`src/rtl/assert_macros.svh`:
```
// Assertion macros used by the top-level RTL file.
`ifndef ASSERT_MACROS_SVH
`define ASSERT_MACROS_SVH

// pre holds at an edge -> post holds at the same edge
`define QLU_ASSERT_IMP(name, clk, rst_n, pre, post) \
	name: assert property (@(posedge clk) disable iff (!rst_n) (pre) |-> (post)) \
		else $error("same-cycle implication failed");

// pre holds at an edge -> post holds at the next edge
`define QLU_ASSERT_NXT(name, clk, rst_n, pre, post) \
	name: assert property (@(posedge clk) disable iff (!rst_n) (pre) |=> (post)) \
		else $error("next-cycle implication failed");

`endif

```
`src/rtl/qlu_pkg.sv`:
```
// Shared constants and types of the Q-value update block.
`default_nettype none

package qlu_pkg;

	localparam int NUM_STATES  = 1024;
	localparam int NUM_ACTIONS = 4;

	localparam int STATE_W = $clog2(NUM_STATES);
	localparam int ACT_W   = $clog2(NUM_ACTIONS);
	localparam int REW_W   = 16;
	localparam int VAL_W   = 32;
	localparam int COEF_W  = 17;
	localparam int ROW_W   = NUM_ACTIONS * VAL_W;

	// stream payload widths, padded to whole bytes
	localparam int IN_BITS = 2 * STATE_W + ACT_W + REW_W;
	localparam int IN_W    = ((IN_BITS + 7) / 8) * 8;
	localparam int OUT_W   = 2 * VAL_W;

	localparam int CFG_IDX_W = 8;
	localparam logic [CFG_IDX_W-1:0] CFG_LEARN_RATE = CFG_IDX_W'(0);
	localparam logic [CFG_IDX_W-1:0] CFG_DISCOUNT   = CFG_IDX_W'(1);

	localparam logic [COEF_W-1:0] ONE_Q16   = COEF_W'(65536);
	localparam logic [COEF_W-1:0] ALPHA_RST = COEF_W'(32768);
	localparam logic [COEF_W-1:0] GAMMA_RST = COEF_W'(58982);

	// arithmetic widths
	localparam int PROD_W = COEF_W + 1 + VAL_W;   // gamma * max
	localparam int G_W    = VAL_W + 1;            // rounded gamma * max
	localparam int TGT_W  = VAL_W + 2;            // reward * 2^16 + g
	localparam int DIFF_W = TGT_W + 1;            // target - q
	localparam int DLO_W  = COEF_W;               // low slice of diff
	localparam int DHI_W  = DIFF_W - DLO_W;       // high slice of diff (signed)
	localparam int PL_W   = COEF_W + DLO_W;
	localparam int PH_W   = COEF_W + 1 + DHI_W;
	localparam int MIX_W  = 54;
	localparam int RND_W  = MIX_W - 16;

	typedef logic [NUM_ACTIONS-1:0][VAL_W-1:0] row_t;

	typedef struct packed {
		logic ld_best;   // following row on read data: latch its max
		logic ld_row;    // current row on read data: latch it, start gamma * max
		logic ld_diff;   // form target - q
		logic ld_part;   // alpha * diff partial products
	} qlu_ctrl_t;

endpackage

`default_nettype wire

```
`src/rtl/qlu_dpath.sv`:
```
// Update arithmetic: row max, gamma and alpha products, rounding, saturation.
`default_nettype none

module qlu_dpath (
	input  wire logic                             clk,
	input  wire qlu_pkg::qlu_ctrl_t               ctrl,
	input  wire qlu_pkg::row_t                    rdata,
	input  wire logic [qlu_pkg::ACT_W-1:0]        action,
	input  wire logic signed [qlu_pkg::REW_W-1:0] reward,
	input  wire logic [qlu_pkg::COEF_W-1:0]       alpha,
	input  wire logic [qlu_pkg::COEF_W-1:0]       gamma,
	output      logic signed [qlu_pkg::VAL_W-1:0] best,
	output      logic signed [qlu_pkg::VAL_W-1:0] new_value,
	output      qlu_pkg::row_t                    wr_row
);

	logic signed [qlu_pkg::VAL_W-1:0]  best_q;
	logic signed [qlu_pkg::VAL_W-1:0]  row_max;
	qlu_pkg::row_t                     row_q;
	logic signed [qlu_pkg::PROD_W-1:0] prod_q;
	logic signed [qlu_pkg::DIFF_W-1:0] diff_q;
	logic        [qlu_pkg::PL_W-1:0]   pl_q;
	logic signed [qlu_pkg::PH_W-1:0]   ph_q;

	logic signed [qlu_pkg::VAL_W-1:0]  q_old;
	logic signed [qlu_pkg::PROD_W-1:0] g_sum;
	logic signed [qlu_pkg::G_W-1:0]    g_val;
	logic signed [qlu_pkg::TGT_W-1:0]  target;
	logic signed [qlu_pkg::DIFF_W-1:0] diff_d;
	logic signed [qlu_pkg::MIX_W-1:0]  mix;
	logic signed [qlu_pkg::RND_W-1:0]  rnd;
	logic        [qlu_pkg::DLO_W-1:0]  d_lo;
	logic signed [qlu_pkg::DHI_W-1:0]  d_hi;

	// max over the following state's row
	always_comb begin
		row_max = $signed(rdata[0]);
		for (int i = 1; i < qlu_pkg::NUM_ACTIONS; i++) begin
			if ($signed(rdata[i]) > row_max) begin
				row_max = $signed(rdata[i]);
			end
		end
	end

	assign q_old = $signed(row_q[action]);

	// g = floor((gamma * max + 2^15) / 2^16); t = reward * 2^16 + g
	assign g_sum  = prod_q + qlu_pkg::PROD_W'(32768);
	assign g_val  = g_sum[qlu_pkg::G_W+15:16];
	assign target = qlu_pkg::TGT_W'($signed({reward, 16'h0000})) + qlu_pkg::TGT_W'(g_val);
	assign diff_d = qlu_pkg::DIFF_W'(target) - qlu_pkg::DIFF_W'(q_old);

	assign d_lo = diff_q[qlu_pkg::DLO_W-1:0];
	assign d_hi = diff_q[qlu_pkg::DIFF_W-1:qlu_pkg::DLO_W];

	always_ff @(posedge clk) begin
		if (ctrl.ld_best) begin
			best_q <= row_max;
		end
		if (ctrl.ld_row) begin
			row_q  <= rdata;
			prod_q <= qlu_pkg::PROD_W'($signed({1'b0, gamma}) * best_q);
		end
		if (ctrl.ld_diff) begin
			diff_q <= diff_d;
		end
		if (ctrl.ld_part) begin
			pl_q <= qlu_pkg::PL_W'(alpha) * qlu_pkg::PL_W'(d_lo);
			ph_q <= qlu_pkg::PH_W'($signed({1'b0, alpha}) * d_hi);
		end
	end

	// (1 - a) * q + a * t  ==  q * 2^16 + a * (t - q), plus half for rounding
	assign mix = $signed({q_old, 16'h0000})
		+ $signed({ph_q, {qlu_pkg::DLO_W{1'b0}}})
		+ $signed({1'b0, pl_q})
		+ qlu_pkg::MIX_W'(32768);
	assign rnd = mix[qlu_pkg::MIX_W-1:16];

	always_comb begin
		if (rnd[qlu_pkg::RND_W-1:qlu_pkg::VAL_W-1] == '0
				|| rnd[qlu_pkg::RND_W-1:qlu_pkg::VAL_W-1] == '1) begin
			new_value = rnd[qlu_pkg::VAL_W-1:0];
		end else if (rnd[qlu_pkg::RND_W-1]) begin
			new_value = {1'b1, {(qlu_pkg::VAL_W-1){1'b0}}};
		end else begin
			new_value = {1'b0, {(qlu_pkg::VAL_W-1){1'b1}}};
		end
	end

	always_comb begin
		wr_row = row_q;
		wr_row[action] = new_value;
	end

	assign best = best_q;

endmodule

`default_nettype wire

```
`config.mk`:
```
export PLATFORM = sky130hd
export DESIGN_NAME = qlu_dpath
export DESIGN_NICKNAME = d
export VERILOG_FILES = /design/src/rtl/assert_macros.svh /design/src/rtl/qlu_pkg.sv /design/src/rtl/qlu_dpath.sv
export SDC_FILE = /design/constraint.sdc
export NUM_CORES = 2
export LEC_CHECK = 0
export ABC_AREA = 1
export BUFFER_PORTS_ARGS = -buffer_cell sky130_fd_sc_hd__clkbuf_2
export CAP_MARGIN = 20
export CELL_PAD_IN_SITES_DETAIL_PLACEMENT = 1
export CELL_PAD_IN_SITES_GLOBAL_PLACEMENT = 2
export CORE_MARGIN = 8
export CORE_UTILIZATION = 25
export CTS_CLUSTER_SIZE = 28
export DETAILED_ROUTE_END_ITERATION = 8
export HOLD_SLACK_MARGIN = 0.12
export PLACE_DENSITY = 0.56
export REMOVE_ABC_BUFFERS = 1
export SLEW_MARGIN = 10
export SYNTH_ARGS = -nofsm -noshare
export SYNTH_HDL_FRONTEND = slang
export SYNTH_SLANG_ARGS = --single-unit
```
`constraint.sdc`:
```
create_clock -name clk -period 9.1 [get_ports clk]
set_input_delay 0.91 -clock clk [delete_from_list [all_inputs] [get_ports clk]]
set_output_delay 0.91 -clock clk [all_outputs]
set_load 0.02 [all_outputs]
```
; ---- Word-level counts from Yosys, hierarchy flattened
; Cells that the tools add are included.
[word_totals]
inputBits = 185
ff_bits = 314
out_inout_bits = 192
[classes]
mux = 10
mul = 3
n_reduce_logical = 3
magnitude_cmp = 5
n_eq_ne = 1
add_sub_neg = 6
[ops]
columns = cell, n
row1 = two-way mux 32 bit, 7
row2 = bitwise mux 128 bit, 1
row3 = greater-than comparator 32 bit, 3
row4 = binary-select mux 32 bit (select 2 bit), 1
row5 = demux 32 bit (select 2 bit), 1
row6 = adder 48 x 53 -> 54 bit, 1
row7 = adder 54 x 17 -> 54 bit (second input constant), 1
row8 = adder 54 x 35 -> 54 bit, 1
row9 = adder 49 x 17 -> 49 bit (second input constant), 1
row10 = multiplier 18 x 32 -> 49 bit, 1
row11 = multiplier 18 x 18 -> 36 bit, 1
row12 = subtractor 34 x 32 -> 35 bit, 1
row13 = adder 32 x 33 -> 34 bit, 1
row14 = multiplier 17 x 17 -> 34 bit, 1
row15 = equality test 7 bit (second input constant), 1
row16 = logical NOT 7 bit, 1
row17 = < comparator 2 x 3 -> 1 bit (second input constant), 1
row18 = >= comparator 2 x 1 -> 1 bit (second input constant), 1
row19 = logical AND 1 bit, 1
row20 = logical OR 1 bit, 1

; ---- Depth between registers and ports, before layout
[logic_depth]
word_depth = 9
mapped_depth = 51
ltp_nobuf = 49

; ---- Worst setup path after synthesis
; OpenSTA, ideal clock, no wires.
[synth_path]
kind = in2reg
startpoint = in alpha[7] (netlist bit)
endpoint = reg ph_q[35] (netlist bit), data pin
t_arrival_ns = 6.420
setup_slack_ns = 2.415
setup_ns = 0.265
path_buffers = 2
stages = 24
path_cell_list = clkbuf_1 > clkbuf_1 > nand2_1 > fa_1 > inv_1 > fa_1 > inv_1 > fa_1 > inv_1 > fa_1 > inv_1 > fa_1 > inv_1 > fa_1 > ha_1 > a21oi_1 > o21ai_0 > a21oi_1 > o21ai_1 > nand2_1 > o31ai_1 > a21oi_1 > o21ai_0 > xor2_1
[synth_between]
elab_chain_len = 1
[synth_lines]
columns = item, line_no
row1 = "start, declared", qlu_dpath.sv:10  ; input wire logic [qlu_pkg::COEF_W-1:0] alpha,
row2 = multiplier 18 x 18 -> 36 bit, qlu_dpath.sv:69  ; ph_q <= qlu_pkg::PH_W'($signed({1'b0, alpha}) * d_hi);
row3 = "end signal, assigned", qlu_dpath.sv:69
row4 = "end, declared", qlu_dpath.sv:23  ; logic signed [qlu_pkg::PH_W-1:0] ph_q;
; Every way passes these cells.
; A chain may end at the register's enable or synchronous reset.

; ---- Worst setup path after layout
[layout_path]
startpoint = in rdata[55] (netlist bit)
endpoint = reg best_q, in the netlist best[14], data pin
[layout_between]
elab_chain_len = 6
[layout_lines]
columns = item, line_no
row1 = "start, declared", qlu_dpath.sv:7  ; input wire qlu_pkg::row_t rdata,
row2 = greater-than comparator 32 bit, qlu_dpath.sv:39  ; if ($signed(rdata[i]) > row_max) begin
row3 = two-way mux 32 bit *, qlu_dpath.sv:39
row4 = greater-than comparator 32 bit, qlu_dpath.sv:39
row5 = two-way mux 32 bit *, qlu_dpath.sv:39
row6 = greater-than comparator 32 bit, qlu_dpath.sv:39
row7 = two-way mux 32 bit *, qlu_dpath.sv:39
row8 = named net row_max (one bit), qlu_dpath.sv:18  ; logic signed [qlu_pkg::VAL_W-1:0] row_max;
row9 = "end signal, assigned", qlu_dpath.sv:58  ; best_q <= row_max;
row10 = "end, declared", qlu_dpath.sv:17  ; logic signed [qlu_pkg::VAL_W-1:0] best_q;
; Mark *: on every way through the listed nets, which the timed path passes. The rest lies on a longest branch.

==> results by group <==
Run status
  • Status: completed

Worst setup path
  • Crit-path leading delay family: simple AND/OR/NAND/NOR gates
  • Worst path most repeated cell: nand2_1
  • Critical Path Source Type: input pin
  • Critical path capture point type: flip-flop
  • Worst EP required: about 9.5 ns
  • Arrival @ worst endpoint: about 8.9 ns
  • Slowest CP cell: o21ai_0
  • Crit Path Category: in2reg
  • Number of buffer and inverter stages on the critical path: 6
  • Largest stage delay on the critical path: roughly 0.82 ns
  • CP max FO: 39

CTS
  • Cts bufs inserted: 40
  • CTS Root Cell: clkbuf_16
  • Setup repair bufs after CTS: 0
  • CTS tree: done
  • Clock buffer depth: 3
  • Clk pin slew, worst setup/hold paths: 0.07 ns
  • Post-CTS Hold Fix Bufs: 0
  • Clock Latency Late Sink: just over 0.6 ns
  • Sink Count: 284
  • H-tree Lvls: 2

Timing
  • Unrepaired setup endpoints after global routing: no
  • Hold Vio Cnt, Final: 0
  • Max Slew Vio Count: 0
  • Period utilization: about 94%
  • Worst Tran Pin Value: approximately 1.1 ns
  • Setup Skew: approximately 0.038 ns
  • Final min period: around 8.6 ns
  • Finish-stage setup viols: 0
  • Worst slew margin: roughly 30%
  • F_max: roughly 120 MHz

Die
  • IO Count: 377
  • Die area: roughly 0.25 sq mm
  • Chip height: between 500 and 600 microns
  • Die Width: around 500 microns
  • Starting Density: between 20 and 30%
  • Core area: about 0.23 sq mm
  • Row count: approximately 180

Cells and area
  • Storage element area: approximately 0.0085 sq mm
  • Layout Cells excl Fill: between 10k and 15k
  • Area growth syn-to-layout: 12.1%
  • Share of cells above drive strength 1: about 9%
  • Final-stage net count: just over 9k
  • # fillers: between 20k and 30k
  • Multi-input logic area: between 0.04 and 0.05 sq mm

GRT
  • Vias in the first global route: 53.3k
  • Largest net degree at the start of global routing: 63
  • Initial antenna violation count: 16
  • GRT Total Usage: between 10% and 20%
  • Total gr overflow: 0
  • First-pass GRT wire length: between 300 and 400 mm

Yosys
  • Post-Syn Area: roughly 0.059 sq mm
  • Commonest cells in the netlist: nand2_1, inv_1, fa_1, ha_1, clkbuf_1
  • Synth Register Bits: 284
  • Async SR Flop Fraction: 0%
  • Most frequent cell after synthesis: nand2_1
  • Synth Flop Type: edfxtp_1
  • Post-synth EDFFs: approximately 280
  • Synthesized instance count: between 7k and 8k
  • Top post-synthesis cells by area: fa_1, edfxtp_1, nand2_1, ha_1, inv_1
  • Synth area leader: fa_1
  • Distinct cells, synth: 61
  • Syn_area_per_cell: 8.19 sq um
  • Sequential area share after synthesis: between 10 and 15%
  • Share of the synthesized area in the top cell type: 34.5%
  • Yosys warns: 0

Run
  • Max cap viols: 0

Placement
  • Port bufs: 376
  • Placer Congestion: 0.868
  • DPL Wire Length: 212 mm
  • Placed Cells: 10.5k

Detailed routing
  • Vias per inst: about 4.5
  • WL per Instance: 23.6 microns
  • Post-route ant nets: 0
  • Final WL: roughly 250 mm
  • Starting DRT DRC Count: roughly 2.2k
  • Initial DRT Pass Iterations: 7
  • Residual DRC: 0
  • Vias: around 47k

Hold path
  • HP Class: in2reg
-- worst register-to-register path, cell delays in order, from the launching register on --
cell	delay, ns
edfxtp_1	0.94
buf_4	0.32
nand2_1	0.05
inv_1	0.09
fa_1	0.45
fa_1	0.54
inv_1	0.05
fa_1	0.51
fa_1	0.46
fa_1	0.51
inv_1	0.06
fa_1	0.50
ha_1	0.42
nand2_1	0.13
nor2_1	0.14
inv_1	0.07
nor2_1	0.20
inv_1	0.06
nor4_1	0.18
a21oi_1	0.13
buf_4	0.17
o21ai_0	0.28
a21oi_1	0.19
o31ai_1	0.38
nand4_1	0.14
o211ai_1	0.15
xor2_1	0.10
-- stage by stage --
step	area, sq um	setup slack, ns	hold WS (ns)	util [%]	setup TNS (ns)
global placement	64500	-0.554	0.937	27.5	-15.00
detailed placement	64500	-0.617	0.950	27.5	-16.72
global route	65900	0.171	0.448	28.1	0
floorplan	57500	0.242	0.768	-	0
finish	65900	0.528	0.479	28.1	0
CTS	65900	0.00528	0.428	28.1	0
-- area by class of cell --
| class | instances | share of cell area (%) |
|---|---|---|
| Inverter | 1776 | 10.1 |
| Clock inverter | 26 | 0.484 |
| Sequential cell | 284 | 12.9 |
| Timing Repair Buffer | 519 | 4.59 |
| Antenna cell | 8 | 0.0304 |
| Clock buffer | 45 | 1.58 |
| Multi-Input combinational cell | 4803 | 64.3 |
| Tap cell | 3150 | 5.98 |
-- placed cells by master, fill, tap and decap left out, types with 122 or more instances in the layout --
master | netlist | final
a21oi_1 | 222 | 222
fa_1 | 1012 | 1012
xor2_1 | 125 | 125
ha_1 | 550 | 550
o21ai_0 | 123 | 122
clkbuf_2 | 0 | 375
nand3_1 | 131 | 130
edfxtp_1 | 284 | 284
buf_4 | 2 | 138
nand2_1 | 2030 | 2028
inv_1 | 1771 | 1769
nor2_1 | 170 | 168
-- registers in the layout (all words and copies together) (netlist names) --
signal,flops
pl_q,19
prod_q,34
diff_q,35
best,32
row_q,128
ph_q,36
-- metal layers --
| layer | GRT usage, % | up-vias | part of all wire (%) |
|---|---|---|---|
| li1 | - | 21900 | - |
| met1 | 26.3 | 24800 | 46 |
| met2 | 35.0 | 610 | 49 |
| met3 | 1.37 | 180 | 2.0 |
| met4 | 5.12 | 0 | 3.0 |
| met5 | 0 | - | 0 |
-- cells by family after synthesis --
| logic type | after synthesis | synth area share, % |
|---|---|---|
| AO/OA/AOI/OAI | 542 | 5.50 |
| AND/OR/NAND/NOR | 2507 | 17.4 |
| buffers and inverters | 2090 | 13.5 |
| flip-flops | 284 | 14.5 |
| XOR/XNOR | 192 | 2.86 |
| adder cells (fa/ha/maj) | 1562 | 46.2 |
-- repair_timing --
action | in CTS | in global routing
endpoints found under the hold margin | 0 | 0
endpoints found under the setup margin | 0 | 21
gates resized for setup | 0 | 2
-- worst paths after layout --
check,slack [ns],depth (start not counted),end,from
hold / removal,0.48,1,row_q[22]$_DFFE_PP_,rdata[22]
setup reg to reg,1.60,26,prod_q[46]$_DFFE_PP_,best[8]$_DFFE_PP_
hold reg to reg,0.97,4,diff_q[0]$_DFFE_PP_,row_q[64]$_DFFE_PP_
setup / recovery,0.53,35,best[14]$_DFFE_PP_,rdata[55]
Power is left out: the tool's default activity adds up to more than one toggle a clock period on the data nets, which glitch-free logic cannot reach.
